===== config.mk =====
export PLATFORM = sky130hd
export DESIGN_NAME = bsp_div
export DESIGN_NICKNAME = d
export VERILOG_FILES = /design/src/rtl/core/bsp_div.sv
export SDC_FILE = /design/constraint.sdc
export NUM_CORES = 2
export LEC_CHECK = 0
export BUFFER_PORTS_ARGS = -buffer_cell sky130_fd_sc_hd__buf_2
export CORE_ASPECT_RATIO = 0.6
export CORE_MARGIN = 4
export CORE_UTILIZATION = 58
export CTS_CLUSTER_DIAMETER = 200
export DETAILED_ROUTE_END_ITERATION = 12
export PLACE_DENSITY = 0.8
export SLEW_MARGIN = 20
export SYNTH_ARGS = -nofsm -noshare
export SYNTH_HDL_FRONTEND = slang
export SYNTH_SLANG_ARGS = --single-unit

===== constraint.sdc =====
create_clock -name clock -period 3.7 [get_ports clock]
set_clock_uncertainty 0.15 [all_clocks]
set_input_delay 0.185 -clock clock [delete_from_list [all_inputs] [get_ports clock]]
set_output_delay 0.185 -clock clock [all_outputs]
set_load 0.01 [all_outputs]

===== src/rtl/core/bsp_div.sv =====
// pipelined restoring divider, one quotient bit per stage, with overflow flag
module bsp_div #(
   parameter int NW  = 52,
   parameter int DW  = 36,
   parameter int QW  = 17,
   parameter int PLW = 8
) (
   input  logic          clock,
   input  logic          reset,
   input  logic          en,
   input  logic          in_valid,
   input  logic [NW-1:0] in_num,
   input  logic [DW-1:0] in_den,
   input  logic [PLW-1:0] in_pay,
   output logic          out_valid,
   output logic [QW-1:0] out_quot,
   output logic          out_ovf,
   output logic [PLW-1:0] out_pay
);
   localparam int WW = (NW > DW + QW) ? NW : DW + QW;

   logic           v_ff [QW+1];
   logic [WW-1:0]  r_ff [QW+1];
   logic [DW-1:0]  d_ff [QW+1];
   logic [QW-1:0]  q_ff [QW+1];
   logic           o_ff [QW+1];
   logic [PLW-1:0] p_ff [QW+1];

   always_ff @(posedge clock) begin
      if (reset) begin
         v_ff[0] <= 1'b0;
      end else if (en) begin
         v_ff[0] <= in_valid;
      end
   end

   always_ff @(posedge clock) begin
      if (en) begin
         r_ff[0] <= WW'(in_num);
         d_ff[0] <= in_den;
         q_ff[0] <= '0;
         o_ff[0] <= 1'b0;
         p_ff[0] <= in_pay;
      end
   end

   for (genvar i = 0; i < QW; i++) begin : g_step
      logic [WW-1:0] shifted;
      logic          ge;
      logic          ovf;

      assign shifted = WW'(d_ff[i]) << (QW - 1 - i);
      assign ge      = r_ff[i] >= shifted;
      // quotient wider than QW bits is caught at the first step
      if (i == 0) begin : g_first
         assign ovf = r_ff[0] >= (WW'(d_ff[0]) << QW);
      end else begin : g_rest
         assign ovf = o_ff[i];
      end

      always_ff @(posedge clock) begin
         if (reset) begin
            v_ff[i+1] <= 1'b0;
         end else if (en) begin
            v_ff[i+1] <= v_ff[i];
         end
      end

      always_ff @(posedge clock) begin
         if (en) begin
            r_ff[i+1] <= ge ? r_ff[i] - shifted : r_ff[i];
            d_ff[i+1] <= d_ff[i];
            q_ff[i+1] <= q_ff[i] | (QW'(ge) << (QW - 1 - i));
            o_ff[i+1] <= ovf;
            p_ff[i+1] <= p_ff[i];
         end
      end
   end

   assign out_valid = v_ff[QW];
   assign out_quot  = q_ff[QW];
   assign out_ovf   = o_ff[QW];
   assign out_pay   = p_ff[QW];

endmodule


==> results.md <==
- Distinct cell type count after synthesis: approximately 100
- Leading post-synthesis cells by cell area: edfxtp_1 55%, ha_1 8.1%, a21oi_1 4.2%
- Synth warn: 0
- CTS tree: done
- Post-synth EDFFs: 1844
- Vias: around 79k
- I/O pin total: between 100 and 150
- Fin. Hold Viols: 0
- Crit path DAT: 4.32 ns
- Critical path launch point type: flop
- Syn_area_per_cell: about 11 um2
- Setup WS post-layout: -0.192 ns
- Clk_lat worst skew: about 0.86 ns
- 1st-iter DRT viols: roughly 11k
- Routed wire per std cell: about 24 um
- Antenna violations before repair: 13
- Final setup vio count: 117
- Ys flop type: edfxtp_1
- Worst Setup Path Type: reg2reg
- Worst Max-Slew Pin Slew: ~0.9 ns
- Final Max Slew Viols: 0
- Multi-input gate area: ~44000 um2
- NumNets Final: between 10k and 15k
- Int Pwr: 0.0602 W
- Seq pwr share: 34.2%
- Violated checks: negative setup slack
- Row cnt: 117
- Worst R2R Setup Slack: -0.19 ns
- Starting Density: about three fifths
- Dpl cells: 12.0k
- Drt first pass iters: 7
- CP required: about 4.1 ns
- Syn Nets: slightly below 10k
- Pwr Total: about 0.097 W
- Clk buf depth: 4
- I/O Buffers: around 130
- Switching Fraction: a little under two fifths
- Max cap viols: 0
- Critical Path Sink Type: flop
- Share of post-route cells with drive strength above 1: 21.1%
- CP max FO: 7
- TritonCTS buffer count: around 180
- Avg Vias per Cell: between 6 and 7
- Sequential-to-total area share from yosys stat: 55.1%
- Synth Instances: 8957
- Non-filler cells, final: roughly 13k
- Unrepaired setup endpoints after global routing: yes
- Die area: 180000 um2
- Die Y: 330 um
- Max-slew headroom: between 30% and 40%
- Tcrit/Tclk final: 105%
- Worst-path clk slew: 0.07 ns
- Run status: complete, but fails checks
- Place WS: -0.437 ns
- Commonest non-fill, non-tap cell in the layout: edfxtp_1
- Largest net degree at the start of global routing: 132
- Total Routing Usage GR: approximately a third
- Min Tclk post-route: slightly below 4 ns
- RD Place Congestion: between 0.9 and 1
- LEAKAGE: 50.2 nW
- Drt drc: 0
- Die width: 545 um
- Cell taking the most area after synthesis: edfxtp_1
- Vias in the first global route: 73.5k
- CTS root buf: clkbuf_16
- First-pass GRT wire length: roughly 440 mm
- Register Area: between 50000 and 60000 um2
- Final HPWL DP: ~220 mm
- P_sw: between 0.03 and 0.04 W
- Total grt overflow: 0
- H-tree levels: 4
- Syn-to-layout area delta: 23.0%
- Post-Route Setup TNS: -9.53 ns
- Core Util, Final: 72.3%
- Async SR Flop Fraction: 0%
- Core Area: 171000 um2
- Layout filler cell count: about 12k
- Synth Register Bits: around 1.8k
- Sink Count: between 1.5k and 2k
- Power Density: between 700 and 800 nW/um2
- Clock network fraction of design power: 19.7%
- Comb power frac: about 46%
- Post-DRT Antenna Nets: 0
- Worst VDD drop: 415 uV
- Cell Area, Synth: 100000 um2
- HP Class: reg2reg
- Drt total wl: a little over 300 mm
- Max Freq: 0.257 GHz
- Commonest non-fill, non-tap cells in the layout: 1844 x edfxtp_1, 1025 x buf_4, 767 x a21oi_1
- Share of Yosys cell area claimed by the top area cell type: a little under three fifths
layer usage:
metal	track usage [%]	wire length (um)	share of wire, %
met2	45.2	125000	41
met4	6.47	6570	2.2
met1	48.1	135000	44
met5	0	27	0.0089
met3	9.55	38100	12
flip-flops by register name, summed over array words and instances, names as in the netlist:
name	flops
r_ff	900
d_ff	612
q_ff	153
p_ff	144
v_ff	18
o_ff	17
worst max-delay path, cell delays in order (launching register included):
cell      delay, ns
edfxtp_1       0.42
inv_2          0.10
ha_4           0.14
fa_2           0.20
nand2b_4       0.13
a211oi_2       0.06
or3_4          0.36
a221o_1        0.41
a2111o_1       0.52
a31oi_4        0.23
o21a_4         0.16
o211ai_4       0.18
buf_12         0.23
mux2_4         0.29
synthesized netlist by cell type, drive strengths merged (121+ instances only):
| cell | n |
|---|---|
| a21oi | 834 |
| nor2 | 582 |
| ha | 647 |
| nand4 | 176 |
| nand3 | 163 |
| o21ai | 571 |
| clkbuf | 247 |
| nand2 | 617 |
| nor3 | 121 |
| edfxtp | 1844 |
| a21o | 346 |
| xnor2 | 352 |
| inv | 777 |
| xor2 | 280 |
worst paths after layout:
check,from,to,cells past startpoint
worst min register to register,p_ff[2][4],p_ff[3][4],0
worst min-delay path,p_ff[2][4],p_ff[3][4],0
worst max register to register,r_ff[5][11],r_ff[6][36],13
worst max-delay path,r_ff[5][11],r_ff[6][36],13
power groups by stage:
stage,clock [W],sequential [W],combinational [W]
2_1_floorplan,0,0.0313,0.0258
3_3_place_gp,0,0.0333,0.0392
3_5_place_dp,0,0.0333,0.0400
4_1_cts,0.0193,0.0329,0.0412
5_1_grt,0.0203,0.0334,0.0481
6_report,0.0191,0.0332,0.0447
area by class of cell:
| cell class | count | area share, % |
|---|---|---|
| multi-input combinational | 6042 | 35.4 |
| sequential | 1844 | 44.8 |
| timing repair buffer | 1479 | 10.3 |
| tap | 2261 | 2.29 |
| clock buffer | 215 | 3.87 |
| clock inverter | 104 | 0.948 |
| antenna | 5 | 0.0101 |
| inverter | 777 | 2.37 |
per-stage QoR:
step,cell area [um2],hold WS [ns]
6_report,124000,0.247
5_1_grt,124000,0.239
3_3_place_gp,111000,0.213
3_5_place_dp,111000,0.213
4_1_cts,120000,0.241
2_1_floorplan,100000,0.134
what timing repair did:
action | CTS | global route
endpoints found under the hold margin | 307 | 0
hold buffers | 196 | 0
resized for setup | 148 | 591
setup endpoints to repair | 442 | 574
setup buffers | 40 | 99
pin swaps | 45 | 157
cloned | 7 | 23
cell families after synthesis:
family / after synthesis / share of synthesized area, %
simple gates: 2242 / 10.9
compound gates: 2374 / 14.6
xor+xnor: 632 / 5.51
flops: 1844 / 55.1
fa+ha+maj: 663 / 8.38
buf+inv: 1071 / 4.05
mux: 131 / 1.46
(Power assumes the default switching activity.)
